## config.mk

```make
export PLATFORM = sky130hd
export DESIGN_NAME = round_robin_thread_picker_core
export DESIGN_NICKNAME = d
export VERILOG_FILES = /design/src/rtl/rrtp_pkg.sv /design/src/rtl/rrtp_ctrl.sv /design/src/rtl/rrtp_datapath.sv /design/src/rtl/round_robin_thread_picker_core.sv
export VERILOG_INCLUDE_DIRS = /design/src /design/src/rtl
export SDC_FILE = /design/constraint.sdc
export NUM_CORES = 1
export LEC_CHECK = 0
export ABC_AREA = 1
export BUFFER_PORTS_ARGS = -buffer_cell sky130_fd_sc_hd__buf_2
export CORE_MARGIN = 2
export CORE_UTILIZATION = 40
export DETAILED_ROUTE_END_ITERATION = 8
export PLACE_DENSITY = 0.6
export SYNTH_ARGS = -nofsm -noshare
export SYNTH_HDL_FRONTEND = slang
export SYNTH_SLANG_ARGS = --single-unit
```

## constraint.sdc

```tcl
create_clock -name clk -period 8.2 [get_ports clk]
set_input_delay 0.82 -clock clk [delete_from_list [all_inputs] [get_ports clk]]
set_output_delay 0.82 -clock clk [all_outputs]
set_load 0.01 [all_outputs]
```

## src/rtl/assert_macros.svh

```systemverilog
// Assertion helpers shared by the RTL.
`ifndef ASSERT_MACROS_SVH
`define ASSERT_MACROS_SVH

// Same-cycle implication, checked out of reset.
`define RRTP_ASSERT_IMPLY(lbl, clk, rstn, ante, cons) \
	lbl: assert property (@(posedge clk) disable iff (!(rstn)) (ante) |-> (cons)) \
		else $error("assertion failed");

// Next-cycle implication, checked out of reset.
`define RRTP_ASSERT_NEXT(lbl, clk, rstn, ante, cons) \
	lbl: assert property (@(posedge clk) disable iff (!(rstn)) (ante) |=> (cons)) \
		else $error("assertion failed");

`endif

```

## src/rtl/rrtp_pkg.sv

```systemverilog
package rrtp_pkg;

	// Table sizes
	localparam int THREAD_SLOTS = 16;
	localparam int LOCK_COUNT   = 16;
	localparam int SLOT_W       = $clog2(THREAD_SLOTS);
	localparam int LOCK_W       = (LOCK_COUNT > 1) ? $clog2(LOCK_COUNT) : 1;
	localparam int CNT_W        = $clog2(THREAD_SLOTS + 1);

	typedef logic [SLOT_W-1:0] slot_idx_t;
	typedef logic [LOCK_W-1:0] lock_idx_t;
	typedef logic [CNT_W-1:0]  used_cnt_t;

	// Payload field types
	typedef logic [2:0] op_field_t;
	typedef logic [3:0] slot_field_t;
	typedef logic [3:0] lock_field_t;

	typedef enum logic [2:0] {
		OP_TICK      = 3'd0,
		OP_ADMIT     = 3'd1,
		OP_SUSPEND   = 3'd2,
		OP_RESUME    = 3'd3,
		OP_BLOCK     = 3'd4,
		OP_TERMINATE = 3'd5,
		OP_FREE_LOCK = 3'd6
	} op_code_t;

	typedef enum logic [2:0] {
		MODE_READY      = 3'd0,
		MODE_RUNNING    = 3'd1,
		MODE_BLOCKED    = 3'd2,
		MODE_SUSPENDED  = 3'd3,
		MODE_TERMINATED = 3'd4
	} mode_t;

	typedef struct packed {
		op_field_t   operation;
		slot_field_t slot;
		lock_field_t lock_id;
	} cmd_item_t;

	typedef struct packed {
		slot_field_t picked_slot;
		logic        picked_idle;
		logic        first_entry;
		logic        switched;
	} pick_item_t;

	// Controller states
	typedef enum logic [2:0] {
		ST_IDLE,
		ST_EXEC,
		ST_SCAN,
		ST_DEMOTE,
		ST_COMMIT,
		ST_EMIT
	} state_t;

	// Controller to datapath commands
	typedef struct packed {
		logic load_in;
		logic exec;
		logic scan_step;
		logic demote;
		logic commit;
		logic emit;
	} dp_ctl_t;

	// Datapath to controller status
	typedef struct packed {
		logic      in_tick;
		logic      hit;
		logic      out_free;
		used_cnt_t used_cnt;
	} dp_sts_t;

endpackage

```

## src/rtl/rrtp_ctrl.sv

```systemverilog
module rrtp_ctrl (
	input  logic              clk,
	input  logic              arst_n,
	input  logic              cmd_valid,
	output logic              cmd_ready,
	input  rrtp_pkg::dp_sts_t sts,
	output rrtp_pkg::dp_ctl_t ctl
);

	rrtp_pkg::state_t    state_q, state_nxt;
	rrtp_pkg::slot_idx_t cnt_q;
	logic                scan_last;

	assign scan_last = (cnt_q == rrtp_pkg::slot_idx_t'(rrtp_pkg::THREAD_SLOTS - 1));

	// State register
	always_ff @(posedge clk or negedge arst_n) begin
		if (!arst_n) begin
			state_q <= rrtp_pkg::ST_IDLE;
		end else begin
			state_q <= state_nxt;
		end
	end

	// Scan step counter
	always_ff @(posedge clk or negedge arst_n) begin
		if (!arst_n) begin
			cnt_q <= '0;
		end else if (ctl.load_in) begin
			cnt_q <= '0;
		end else if (ctl.scan_step) begin
			cnt_q <= cnt_q + 1'b1;
		end
	end

	// Next state and commands
	always_comb begin
		state_nxt = state_q;
		ctl       = '0;
		cmd_ready = 1'b0;
		unique case (state_q)
			rrtp_pkg::ST_IDLE: begin
				cmd_ready = 1'b1;
				if (cmd_valid) begin
					ctl.load_in = 1'b1;
					state_nxt   = sts.in_tick ? rrtp_pkg::ST_SCAN : rrtp_pkg::ST_EXEC;
				end
			end
			rrtp_pkg::ST_EXEC: begin
				ctl.exec  = 1'b1;
				state_nxt = rrtp_pkg::ST_EMIT;
			end
			rrtp_pkg::ST_SCAN: begin
				ctl.scan_step = 1'b1;
				if (sts.hit || scan_last) begin
					state_nxt = rrtp_pkg::ST_DEMOTE;
				end
			end
			rrtp_pkg::ST_DEMOTE: begin
				ctl.demote = 1'b1;
				state_nxt  = rrtp_pkg::ST_COMMIT;
			end
			rrtp_pkg::ST_COMMIT: begin
				ctl.commit = 1'b1;
				state_nxt  = rrtp_pkg::ST_EMIT;
			end
			rrtp_pkg::ST_EMIT: begin
				if (sts.out_free) begin
					ctl.emit  = 1'b1;
					state_nxt = rrtp_pkg::ST_IDLE;
				end
			end
			default: begin
				state_nxt = rrtp_pkg::ST_IDLE;
			end
		endcase
	end

endmodule

```

## src/rtl/rrtp_datapath.sv

```systemverilog
module rrtp_datapath (
	input  logic                 clk,
	input  logic                 arst_n,
	input  rrtp_pkg::cmd_item_t  cmd,
	input  rrtp_pkg::dp_ctl_t    ctl,
	output rrtp_pkg::dp_sts_t    sts,
	output logic                 pick_valid,
	input  logic                 pick_ready,
	output rrtp_pkg::pick_item_t pick
);

	// Slot table and lock bitmap
	logic                  used_q     [rrtp_pkg::THREAD_SLOTS];
	rrtp_pkg::mode_t       mode_q     [rrtp_pkg::THREAD_SLOTS];
	logic                  began_q    [rrtp_pkg::THREAD_SLOTS];
	rrtp_pkg::lock_field_t wl_q       [rrtp_pkg::THREAD_SLOTS];
	logic                  lk_taken_q [rrtp_pkg::LOCK_COUNT];

	// Scheduler registers
	rrtp_pkg::slot_idx_t  run_slot_q, scan_pos_q, cursor_q, pick_q;
	logic                 run_idle_q, idle_began_q, got_q, out_valid_q;
	rrtp_pkg::used_cnt_t  used_cnt_q;
	rrtp_pkg::cmd_item_t  req_q;
	rrtp_pkg::pick_item_t res_q, out_q;

	// Shared read port and decode
	rrtp_pkg::slot_idx_t   rd_addr, req_slot_idx;
	rrtp_pkg::lock_idx_t   lk_idx, req_lock_idx;
	logic                  rd_used, rd_began;
	rrtp_pkg::mode_t       rd_mode;
	rrtp_pkg::lock_field_t rd_wl;
	logic                  lk_ok, lk_free, hit, hit_blk, do_free;
	logic                  req_slot_ok, req_lock_ok, req_block, same_got;

	function automatic rrtp_pkg::slot_idx_t next_slot(input rrtp_pkg::slot_idx_t s);
		if (s == rrtp_pkg::slot_idx_t'(rrtp_pkg::THREAD_SLOTS - 1)) begin
			return '0;
		end
		return s + 1'b1;
	endfunction

	assign req_slot_ok  = (int'(req_q.slot) < rrtp_pkg::THREAD_SLOTS);
	assign req_lock_ok  = (int'(req_q.lock_id) < rrtp_pkg::LOCK_COUNT);
	assign req_slot_idx = rrtp_pkg::slot_idx_t'(req_q.slot);
	assign req_lock_idx = rrtp_pkg::lock_idx_t'(req_q.lock_id);
	assign req_block    = (req_q.operation == rrtp_pkg::OP_BLOCK);

	// One table address per cycle, chosen by the current command
	always_comb begin
		priority if (ctl.scan_step) begin
			rd_addr = cursor_q;
		end else if (ctl.commit) begin
			rd_addr = pick_q;
		end else if (ctl.demote || (ctl.exec && req_block)) begin
			rd_addr = run_slot_q;
		end else begin
			rd_addr = req_slot_idx;
		end
	end

	assign rd_used  = used_q[rd_addr];
	assign rd_mode  = mode_q[rd_addr];
	assign rd_began = began_q[rd_addr];
	assign rd_wl    = wl_q[rd_addr];
	assign lk_idx   = rrtp_pkg::lock_idx_t'(rd_wl);
	assign lk_ok    = (int'(rd_wl) < rrtp_pkg::LOCK_COUNT);
	assign lk_free  = !lk_taken_q[lk_idx];

	// Scan decision for the slot under the cursor
	assign hit_blk = rd_used && (rd_mode == rrtp_pkg::MODE_BLOCKED) && lk_ok && lk_free;
	assign hit     = rd_used && ((rd_mode == rrtp_pkg::MODE_READY) || hit_blk ||
		((rd_mode == rrtp_pkg::MODE_RUNNING) &&
		(used_cnt_q == rrtp_pkg::used_cnt_t'(1))));
	assign do_free = rd_used && (rd_mode == rrtp_pkg::MODE_TERMINATED) &&
		!(!run_idle_q && (run_slot_q == cursor_q));

	assign same_got = !run_idle_q && (run_slot_q == pick_q);

	// Control state and table updates
	always_ff @(posedge clk or negedge arst_n) begin
		if (!arst_n) begin
			for (int i = 0; i < rrtp_pkg::THREAD_SLOTS; i++) begin
				used_q[i]  <= 1'b0;
				mode_q[i]  <= rrtp_pkg::MODE_SUSPENDED;
				began_q[i] <= 1'b0;
			end
			for (int i = 0; i < rrtp_pkg::LOCK_COUNT; i++) begin
				lk_taken_q[i] <= 1'b0;
			end
			run_slot_q   <= '0;
			run_idle_q   <= 1'b1;
			idle_began_q <= 1'b0;
			scan_pos_q   <= '0;
			used_cnt_q   <= '0;
			got_q        <= 1'b0;
			out_valid_q  <= 1'b0;
		end else begin
			// Result register: a new result wins over the transfer of the old one
			if (ctl.emit) begin
				out_valid_q <= 1'b1;
			end else if (pick_ready) begin
				out_valid_q <= 1'b0;
			end
			if (ctl.load_in) begin
				got_q <= 1'b0;
			end
			// Events
			if (ctl.exec) begin
				unique case (rrtp_pkg::op_code_t'(req_q.operation))
					rrtp_pkg::OP_ADMIT: begin
						if (req_slot_ok && !rd_used) begin
							used_q[rd_addr]  <= 1'b1;
							mode_q[rd_addr]  <= rrtp_pkg::MODE_READY;
							began_q[rd_addr] <= 1'b0;
							used_cnt_q       <= used_cnt_q + 1'b1;
						end
					end
					rrtp_pkg::OP_SUSPEND: begin
						if (req_slot_ok && rd_used) begin
							mode_q[rd_addr] <= rrtp_pkg::MODE_SUSPENDED;
						end
					end
					rrtp_pkg::OP_RESUME: begin
						if (req_slot_ok && rd_used) begin
							mode_q[rd_addr] <= rrtp_pkg::MODE_READY;
						end
					end
					rrtp_pkg::OP_TERMINATE: begin
						if (req_slot_ok && rd_used) begin
							mode_q[rd_addr] <= rrtp_pkg::MODE_TERMINATED;
						end
					end
					rrtp_pkg::OP_BLOCK: begin
						if (req_lock_ok && !run_idle_q) begin
							mode_q[rd_addr] <= rrtp_pkg::MODE_BLOCKED;
						end
					end
					rrtp_pkg::OP_FREE_LOCK: begin
						if (req_lock_ok) begin
							lk_taken_q[req_lock_idx] <= 1'b0;
						end
					end
					default: begin
					end
				endcase
			end
			// One slot of the round robin scan
			if (ctl.scan_step) begin
				if (hit) begin
					got_q      <= 1'b1;
					scan_pos_q <= cursor_q;
					if (hit_blk) begin
						lk_taken_q[lk_idx] <= 1'b1;
					end
				end
				if (do_free) begin
					used_q[rd_addr] <= 1'b0;
					used_cnt_q      <= used_cnt_q - 1'b1;
				end
			end
			// Current thread drops back to ready
			if (ctl.demote) begin
				if (!run_idle_q && rd_used && (rd_mode == rrtp_pkg::MODE_RUNNING)) begin
					mode_q[rd_addr] <= rrtp_pkg::MODE_READY;
				end
			end
			// Chosen thread takes over
			if (ctl.commit) begin
				if (got_q) begin
					mode_q[rd_addr]  <= rrtp_pkg::MODE_RUNNING;
					began_q[rd_addr] <= 1'b1;
					run_slot_q       <= pick_q;
					run_idle_q       <= 1'b0;
				end else begin
					idle_began_q <= 1'b1;
					run_idle_q   <= 1'b1;
				end
			end
		end
	end

	// Payload registers
	always_ff @(posedge clk) begin
		if (ctl.load_in) begin
			req_q    <= cmd;
			cursor_q <= next_slot(scan_pos_q);
		end
		if (ctl.exec && req_block && req_lock_ok && !run_idle_q) begin
			wl_q[rd_addr] <= req_q.lock_id;
		end
		if (ctl.scan_step) begin
			cursor_q <= next_slot(cursor_q);
			if (hit) begin
				pick_q <= cursor_q;
			end
		end
		if (ctl.exec) begin
			res_q.picked_slot <= run_idle_q ? '0 : rrtp_pkg::slot_field_t'(run_slot_q);
			res_q.picked_idle <= run_idle_q;
			res_q.first_entry <= 1'b0;
			res_q.switched    <= 1'b0;
		end
		if (ctl.commit) begin
			if (got_q) begin
				res_q.picked_slot <= rrtp_pkg::slot_field_t'(pick_q);
				res_q.picked_idle <= 1'b0;
				res_q.first_entry <= !rd_began;
				res_q.switched    <= !same_got || !rd_began;
			end else begin
				res_q.picked_slot <= '0;
				res_q.picked_idle <= 1'b1;
				res_q.first_entry <= !idle_began_q;
				res_q.switched    <= !run_idle_q || !idle_began_q;
			end
		end
		if (ctl.emit) begin
			out_q <= res_q;
		end
	end

	// Status and result port
	assign sts.in_tick  = (cmd.operation == rrtp_pkg::OP_TICK);
	assign sts.hit      = hit;
	assign sts.out_free = !out_valid_q || pick_ready;
	assign sts.used_cnt = used_cnt_q;

	assign pick_valid = out_valid_q;
	assign pick       = out_q;

endmodule

```

## src/rtl/round_robin_thread_picker_core.sv

```systemverilog
// Round robin thread picker. Takes one scheduler event per transfer on cmd and returns
// exactly one pick transfer per event. Events other than a tick (admit, suspend, resume,
// block current, terminate, free lock) pass through the execute and emit states. A tick
// passes through the scan, demote, commit and emit states: the scan reads one table slot per
// cycle, starting after the last pick and stopping on the first thread taken or on the last
// slot, so it examines from 1 to THREAD_SLOTS slots. One event is in work at a time; a
// new event is accepted the cycle after the previous result enters the output register,
// even while that result still waits for pick_ready. No clearing pass after reset.
`include "assert_macros.svh"

module round_robin_thread_picker_core (
	input  logic                 clk,
	input  logic                 arst_n,
	input  logic                 cmd_valid,
	output logic                 cmd_ready,
	input  rrtp_pkg::cmd_item_t  cmd,
	output logic                 pick_valid,
	input  logic                 pick_ready,
	output rrtp_pkg::pick_item_t pick
);

	rrtp_pkg::dp_ctl_t ctl;
	rrtp_pkg::dp_sts_t sts;

	// Sequencer
	rrtp_ctrl u_ctrl (
		.clk       (clk),
		.arst_n    (arst_n),
		.cmd_valid (cmd_valid),
		.cmd_ready (cmd_ready),
		.sts       (sts),
		.ctl       (ctl)
	);

	// Slot table, scan and result register
	rrtp_datapath u_datapath (
		.clk        (clk),
		.arst_n     (arst_n),
		.cmd        (cmd),
		.ctl        (ctl),
		.sts        (sts),
		.pick_valid (pick_valid),
		.pick_ready (pick_ready),
		.pick       (pick)
	);

	// Checks
	`RRTP_ASSERT_IMPLY(a_used_cnt_range, clk, arst_n, 1'b1, int'(sts.used_cnt) <= rrtp_pkg::THREAD_SLOTS)
	`RRTP_ASSERT_NEXT(a_busy_after_accept, clk, arst_n, cmd_valid && cmd_ready, !cmd_ready)
	`RRTP_ASSERT_IMPLY(a_idle_slot_zero, clk, arst_n, pick_valid && pick.picked_idle, pick.picked_slot == '0)
	`RRTP_ASSERT_IMPLY(a_first_switches, clk, arst_n, pick_valid && pick.first_entry, pick.switched)

endmodule
```

==> reports/results.md, run 1 <==
| Result | This run |
| --- | --- |
| Half-perimeter wire length after detailed placement | 24.2 mm |
| Number of design rule violations left after detail routing | 0 |
| Cells resized by post-CTS repair | 0 |
| Internal cell power | 0.00274 W |
| Vias/cell | 5.53 |
| Commonest cells in the synthesized netlist | sky130_fd_sc_hd__nand2_1 (343), sky130_fd_sc_hd__nor2_1 (207), sky130_fd_sc_hd__inv_1 (131) |
| Critical-path cell with the highest stage delay | sky130_fd_sc_hd__nand2_1 |
| Initial antenna violation count | 0 |
| Max-capacitance violation count | 0 |
| Die height | 176 µm |
| Type of origin of the critical path | flop |
| Final RePlAce weighted congestion | 0.909 |
| Cell taking the most area after synthesis | sky130_fd_sc_hd__edfxtp_1 |
| Count of TritonRoute iterations in the first routing pass | 6 |
| Endpoints failing hold | 0 |
| Clock skew | 0.0194 ns |
| Kind of critical path | flop to flop |
| Async set or reset register ratio after synthesis | 55.3% |
| WP data arrival | 6.24 ns |
| Die ar. | 30800 µm² |
| Power density of the placed cells | 384 nW/µm² |
| CTS Buf Count | 26 |
| R2R depth | 20 |
| Clock transition at the register clock pins on the worst setup and hold paths after CTS | 0.06 ns |
| Gate power share | 43.9% |
| Setup repair after global routing missed its margin | false |
| Primary FF master, synth | sky130_fd_sc_hd__edfxtp_1 |
| Ranking of synthesized cells by area | sky130_fd_sc_hd__edfxtp_1 (25%), sky130_fd_sc_hd__dfrtp_1 (18%), sky130_fd_sc_hd__nand2_1 (11%) |
| Number of nets in the layout | 1483 |
| Via count of the first global-routing pass | 9997 |
| Leading cell type by number of instances after synthesis | sky130_fd_sc_hd__nand2_1 |
| Via count | 10300 |
| Leakage power | 5.60 nW |
| I/O Buffers | 23 |
| Number of synthesized flops with an enable pin | 97 |
| FMAX | 0.170 GHz |
| Clock tree from TritonCTS | built |
| Core ar. | 28900 µm² |
| Sequential share of power | 32.2% |
| Worst-path cell chain | nor2_1 -> nand2_1 -> a21oi_4 -> nand2_1 -> nand3_2 -> a31oi_4 -> nand2_1 -> nor2_1 -> nor2_1 -> nand2_1 -> nand2_1 -> nand2_1 -> nor2_4 -> inv_2 -> nor2_4 -> nand4_1 -> inv_2 -> nand2_1 -> nand3_1 -> a21oi_1 |
| Final global-route overflow total | 0 |
| Count of warnings emitted by yosys | 0 |
| Synth top area share | 24.7% |
| Final period utilization | 71.5% |
| Clock net sink count | 217 |
| Post-CTS setup buffer count | 0 |
| Number of filler instances in the final layout | 2866 |
| Average detailed-routed wire length per instance | 18.9 µm |
| Critical Path Most Common Cell | sky130_fd_sc_hd__nand2_1 |
| Largest net degree at the start of global routing | 65 |
| Layout overhead on the synthesized area | 11.2% |
| Clock Latency Late Sink | 0.54 ns |
| Net count after synthesis | 1470 |
| Synthesized instance count | 1449 |
| Slew Viols, Final | 0 |
| H-tree levels | 1 |
| Capture instance of the worst register-to-register path | u_datapath.mode_q[14] |
| Number of antenna-violating nets in the routed design | 0 |
| Wirelength, routed | 35.2 mm |
| Min Hold Slack | 0.383 ns |
| Global router's overall resource usage | 23.1% |
| Sum of negative setup slack | 0 ns |
| Mean area per synthesized cell | 8.13 µm² |
| Number of top-level design ports | 24 |
| Max_slew headroom | 29.1% |
| Kind of path behind the tightest hold check | input port to async pin |
| Inserted Diodes | 0 |
| Effective utilization at floorplan | 40.8% |
| Reg-to-reg critical path startpoint | u_datapath.req_q[9] |
| Fin crit period | 5.87 ns |
| Clock share of power | 23.9% |
| Maximum buffer depth of the clock tree | 3 |
| Switching power | 0.00229 W |
| Register bit total from synthesis | 217 |
| Worst path required time | 8.57 ns |
| Chip width | 176 µm |
| Count of standard-cell rows | 62 |
| Root buffer cell | sky130_fd_sc_hd__clkbuf_16 |
| Seq/Total Area, Yosys | 50.6% |
| Global-route wire length before repair | 55.6 mm |
| Crit Path Max Fanout | 33 |
| Status | complete, no violations |
| Count of final setup violators | 0 |
| Reg-to-reg setup timing slack | 2.33 ns |
| Switching portion of total power | 45.6% |
| Layout cells sized above 1 | 10.9% |
| Post-CTS Hold Buffers | 0 |
| Iter 0 DRT Violations | 1017 |
| Longest individual stage delay on the worst path | 0.67 ns |
| Number of distinct library cell variants in the gate-level netlist after synthesis | 48 |
| Tightest Pin Transition | 1.06 ns |
| Max IR drop VDD | 0.000301 V |
| Syn Std Cell Area | 11800 µm² |
| Endpoint kind of the worst setup timing path | flop |
==> how the worst max path moves through the flow <==
stage,startpoint,cells after the start,end
final,u_datapath.req_q[9],20,u_datapath.mode_q[14]
after CTS,u_datapath.req_q[9],20,u_datapath.mode_q[14]
after detailed placement,u_datapath.req_q[9],20,u_datapath.mode_q[14]
after global placement,u_datapath.req_q[9],20,u_datapath.mode_q[8]
after global routing,u_ctrl.state_q[0],19,u_datapath.mode_q[14]
after floorplan,u_datapath.req_q[9],22,u_datapath.pick_q[0]
==> area by class of cell <==
cell class | instances | area, µm² | share of cell area [%]
clock buffer | 39 | 771 | 5.89
clock inverter | 9 | 126 | 0.965
inverter | 147 | 552 | 4.22
multi-input combinational | 1037 | 5010 | 38.3
sequential | 217 | 5960 | 45.5
tap | 384 | 480 | 3.67
timing repair buffer | 33 | 193 | 1.47
==> kinds of logic (layout without fill, tap and decap cells) <==
group,Yosys count,after routing,share of synthesized area (%)
and+or+nand+nor,683,683,24.8
adders and majority gates,6,6,0.637
xor gates and xnor gates,9,9,0.669
buffers and inverters,195,228,6.93
DFF,217,217,50.6
AOI/OAI and AO/OA,339,339,16.4
==> metrics by stage <==
stage / std cells / power [W] / util, % / cell area (µm²) / setup WS (ns)
finish: 1866 / 0.00503 / 45.4 / 13100 / 2.33
global route: 1866 / 0.00536 / 45.4 / 13100 / 1.87
CTS: 1866 / 0.00502 / 45.4 / 13100 / 2.45
detailed placement: 1818 / 0.00380 / 42.3 / 12200 / 2.47
global placement: 1818 / 0.00378 / 42.3 / 12200 / 2.68
floorplan: 1449 / 0.00318 / - / 11800 / 5.21
==> power groups by stage <==
stage | Combinational, W | Sequential, W | Clock, W
6_report | 0.00221 | 0.00162 | 0.00120
5_1_grt | 0.00245 | 0.00164 | 0.00126
4_1_cts | 0.00218 | 0.00161 | 0.00122
3_5_place_dp | 0.00217 | 0.00163 | 0
3_3_place_gp | 0.00215 | 0.00163 | 0
2_1_floorplan | 0.00162 | 0.00155 | 0
==> worst max-delay path: cells and delay by family, from the launching register on <==
kind	cells	cell delay, ns
and+or+nand+nor	15	3.70
DFF	1	0.46
buffers and inverters	2	0.79
AOI/OAI and AO/OA	3	0.73
==> per-layer routing <==
metal	global-route usage (%)	up-vias	share of wire [%]
li1	-	4911	-
met1	31.5	4856	43
met2	37.2	446	46
met3	3.46	102	7.6
met4	8.95	0	3.9
met5	0	-	0
==> layout by cell type (no fill, tap or decap), types with 4 or more instances in the layout <==
cell	count
sky130_fd_sc_hd__inv_2	16
sky130_fd_sc_hd__buf_2	22
sky130_fd_sc_hd__clkbuf_1	7
sky130_fd_sc_hd__nand3b_1	7
sky130_fd_sc_hd__buf_4	11
sky130_fd_sc_hd__nand3_1	55
sky130_fd_sc_hd__o21a_1	5
sky130_fd_sc_hd__nor2_4	8
sky130_fd_sc_hd__nor2_1	206
sky130_fd_sc_hd__clkbuf_16	27
sky130_fd_sc_hd__o31ai_1	5
sky130_fd_sc_hd__a21oi_1	76
sky130_fd_sc_hd__clkbuf_8	5
sky130_fd_sc_hd__a211oi_1	5
sky130_fd_sc_hd__nor2_2	7
sky130_fd_sc_hd__o21ai_0	124
sky130_fd_sc_hd__edfxtp_1	97
sky130_fd_sc_hd__o21ai_1	51
sky130_fd_sc_hd__dfstp_2	33
sky130_fd_sc_hd__nand2_2	7
sky130_fd_sc_hd__nand4_1	22
sky130_fd_sc_hd__clkinv_2	4
sky130_fd_sc_hd__a22oi_1	7
sky130_fd_sc_hd__ha_1	6
sky130_fd_sc_hd__o21bai_1	4
sky130_fd_sc_hd__inv_1	131
sky130_fd_sc_hd__o211ai_1	31
sky130_fd_sc_hd__nor3_1	16
sky130_fd_sc_hd__xnor2_1	6
sky130_fd_sc_hd__o22ai_1	19
sky130_fd_sc_hd__nand2_4	4
sky130_fd_sc_hd__nand2_1	343
sky130_fd_sc_hd__dfrtp_1	87
==> flip-flops by register name, summed over array words and instances (netlist names), 3 cells and up <==
name and count:
u_ctrl.cnt_q 4, u_ctrl.state_q 3, u_datapath.began_q 16, u_datapath.cursor_q 4
u_datapath.lk_taken_q 16, u_datapath.mode_q 48, u_datapath.pick 7, u_datapath.pick_q 4
u_datapath.req_lock_idx 4, u_datapath.req_q 3, u_datapath.req_slot_idx 4, u_datapath.res_q 7
u_datapath.run_slot_q 4, u_datapath.scan_pos_q 4, u_datapath.used_cnt_q 5, u_datapath.used_q 16
u_datapath.wl_q 64
(Power assumes the default switching activity.)
==> inputs of run 2 (changes only) <==
Settings changed: PLACE_DENSITY 0.6 to 0.62.
Clock period 8.2 ns to 5.2 ns, I/O delays scaled along.
==> run 2 against run 1 <==
Critical path depth rose by 3. Core utilization grew 0.24 points. Total power is 57% higher. Clock power up 50%. Cell area is 0.53% higher. Non-clock buffer count rose by 18. Maximum frequency up 34%. Worst hold slack worse by 0.30 ns. Critical endpoint is now u_datapath.pick_q[1]. Largest power group unchanged. Highest routed layer unchanged.
==> reports/results.md, run 2 (synthesis gave the netlist of run 1 again) <==
| Result | This run | vs previous |
| --- | --- | --- |
| Status | complete, no violations |  |
| Number of top-level design ports | 24 | unchanged |
| Clock net sink count | 217 | unchanged |
| Endpoint kind of the worst setup timing path | flop |  |
| Regs by FF count | u_datapath.wl_q x64, u_datapath.mode_q x48 |  |
| Cells resized by post-CTS repair | 0 | unchanged |
| CTS Buf Count | 25 | -3.8% |
| Kind of critical path | flop to flop |  |
| Sum of negative setup slack | 0 ns | unchanged |
| Crit Path Max Fanout | 23 | -30% |
| Clock transition at the register clock pins on the worst setup and hold paths after CTS | 0.06 ns | about the same |
| Fin crit period | 4.38 ns | -1.49 ns |
| Longest individual stage delay on the worst path | 0.46 ns | -0.21 ns |
| Number of design rule violations left after detail routing | 0 | unchanged |
| Final core area utilization | 45.6% | +0.24 points |
| Effective utilization at floorplan | 40.8% | unchanged |
| Via count of the first global-routing pass | 10200 | +2.4% |
| Die height | 176 µm | unchanged |
| Tightest Pin Transition | 0.881 ns | -0.180 ns |
| Post-CTS Hold Buffers | 0 | unchanged |
| Number of antenna-violating nets in the routed design | 0 | unchanged |
| Final global-route overflow total | 0 | unchanged |
| Core ar. | 28900 µm² | unchanged |
| Cell family contributing the most delay on the critical path | simple AND/OR/NAND/NOR gates |  |
| Combined flip-flop and latch cell area | 5960 µm² | unchanged |
| Gate power share | 45.1% | +1.2 points |
| Largest net degree at the start of global routing | 64 | -1.5% |
| Kind of path behind the tightest hold check | input port to async pin |  |
| Initial antenna violation count | 0 | unchanged |
| Endpoints failing hold | 0 | unchanged |
| Largest reg by FF count | u_datapath.wl_q |  |
| Layout cells sized above 1 | 11.8% | +0.95 points |
| Max-capacitance violation count | 0 | unchanged |
| Sequential share of power | 32.1% | about the same |
| Commonest non-fill, non-tap cells in the layout | sky130_fd_sc_hd__nand2_1 (343), sky130_fd_sc_hd__nor2_1 (206), sky130_fd_sc_hd__inv_1 (131) |  |
| Count of final setup violators | 0 | unchanged |
| Most common cell after layout, fill and taps aside | sky130_fd_sc_hd__nand2_1 |  |
| Layout overhead on the synthesized area | 11.8% |  |
| Global-route wire length before repair | 56.3 mm | +1.3% |
| Die ar. | 30800 µm² | unchanged |
| Clock share of power | 22.7% | -1.2 points |
| FMAX | 0.228 GHz | +34% |
| WP data arrival | 4.61 ns | -1.63 ns |
| Max_slew headroom | 41.3% | +12 points |
| Switching power | 0.00362 W | +58% |
| Max IR drop VDD | 0.000401 V | +33% |
| H-tree levels | 1 | unchanged |
| Iter 0 DRT Violations | 1123 | +10% |
| Switching portion of total power | 45.8% | +0.23 points |
| Via count | 10400 | +0.43% |
| Clock skew | 0.0127 ns | -0.00674 ns |
| Worst path required time | 5.43 ns | -3.14 ns |
| Max reg flops | 64 | unchanged |
| Critical-path cell with the highest stage delay | sky130_fd_sc_hd__nand2_2 |  |
| Chip width | 176 µm | unchanged |
| Post-CTS setup buffer count | 0 | unchanged |
| Post-layout power | 0.00791 W | +57% |
| Slew Viols, Final | 0 | unchanged |
| Inserted Diodes | 0 | unchanged |
| Buffers and inverters on the worst path | 4 | +2 |
| Count of standard-cell rows | 62 | unchanged |
| Clock tree from TritonCTS | built |  |
| Worst-path cell chain | inv_2 -> nand2_4 -> nor2_4 -> nand2_2 -> nand3_2 -> nand3_4 -> a21boi_4 -> nand2_2 -> inv_2 -> nand2_1 -> o211ai_1 -> nand2_1 -> nand2_1 -> inv_1 -> nand2_1 -> nor2_1 -> nand2_1 -> nand2_1 -> nor2_2 -> nand2_2 -> nand2_4 -> nand2_2 -> inv_1 |  |
| Setup repair after global routing missed its margin | false |  |
| Maximum buffer depth of the clock tree | 3 | unchanged |
| Multi-input gate area in the final layout | 5010 µm² | unchanged |
| Power density of the placed cells | 601 nW/µm² | +56% |
| Reg-to-reg setup timing slack | 0.82 ns | -1.51 ns |
| Number of filler instances in the final layout | 2883 | +0.59% |
| Average detailed-routed wire length per instance | 18.6 µm | -1.7% |
| Number of nets in the layout | 1500 | +1.1% |
| Wirelength, routed | 35.0 mm | -0.84% |
| Count of TritonRoute iterations in the first routing pass | 6 | unchanged |
| Root buffer cell | sky130_fd_sc_hd__clkbuf_16 |  |
| Vias/cell | 5.50 | -0.43% |
| Critical Path Most Common Cell | sky130_fd_sc_hd__nand2_1 |  |
| Internal cell power | 0.00428 W | +57% |
| I/O Buffers | 23 | unchanged |
| Half-perimeter wire length after detailed placement | 24.3 mm | +0.21% |
| Final period utilization | 84.2% | +13 points |
| Type of origin of the critical path | flop |  |
| Global router's overall resource usage | 23.2% | +0.073 points |
| Leakage power | 5.66 nW | +1.1% |
| Clock Latency Late Sink | 0.53 ns | about the same |
| Final RePlAce weighted congestion | 0.963 | +6.0% |
[run 2: changes by cell type in the layout (fill, tap and decap cells not counted), sizes merged]
cell	change
buf	+18
bufinv	+1
clkbuf	-11
clkinv	+7
inv	+1
[run 2: through the flow]
step	std cells	hold WS [ns]	area, µm²	worst slack (ns)
4_1_cts	1882	0.119	13200	0.864
2_1_floorplan	1449	0.224	11800	2.21
6_report	1882	0.0789	13200	0.820
5_1_grt	1882	0.153	13200	0.446
3_5_place_dp	1836	0.411	12300	0.863
3_3_place_gp	1836	0.406	12300	0.989
[run 2: metal layers]
metal  global-route usage (%)  wire length [µm]  vias to the layer above
met4                     9.19              1330                        0
met2                     36.5             15700                      431
li1                         -                 -                     4926
met1                     31.8             15200                     4905
met5                        0                 0                        -
met3                     4.00              2740                       97
[run 2: path summary, 6_finish.rpt]
| kind | from | to | depth (start not counted) |
|---|---|---|---|
| setup / recovery | u_ctrl.state_q[2] | u_datapath.pick_q[1] | 23 |
| hold / removal | arst_n | u_datapath.used_q[2] | 1 |
| setup reg to reg | u_ctrl.state_q[2] | u_datapath.pick_q[1] | 23 |
| hold reg to reg | u_datapath.res_q[3] | u_datapath.pick[3] | 0 |
| max in group asynchronous | arst_n | u_datapath.lk_taken_q[6] | 2 |
| min in group clk | cmd[4] | u_datapath.req_slot_idx[0] | 1 |
[run 2: cell type report]
| type | count | area share [%] |
|---|---|---|
| Clock buffer | 28 | 4.84 |
| Clock inverter | 18 | 1.48 |
| Inverter | 147 | 4.19 |
| Multi-Input combinational cell | 1037 | 38.1 |
| Sequential cell | 217 | 45.3 |
| Tap cell | 384 | 3.65 |
| Timing Repair Buffer | 51 | 2.49 |
[run 2: power groups by stage]
stage	combinational (W)	clock, W	sequential (W)
final	0.00357	0.00180	0.00254
after global routing	0.00395	0.00189	0.00259
after CTS	0.00352	0.00183	0.00253
after detailed placement	0.00351	0	0.00256
after global placement	0.00348	0	0.00256
after floorplan	0.00256	0	0.00245
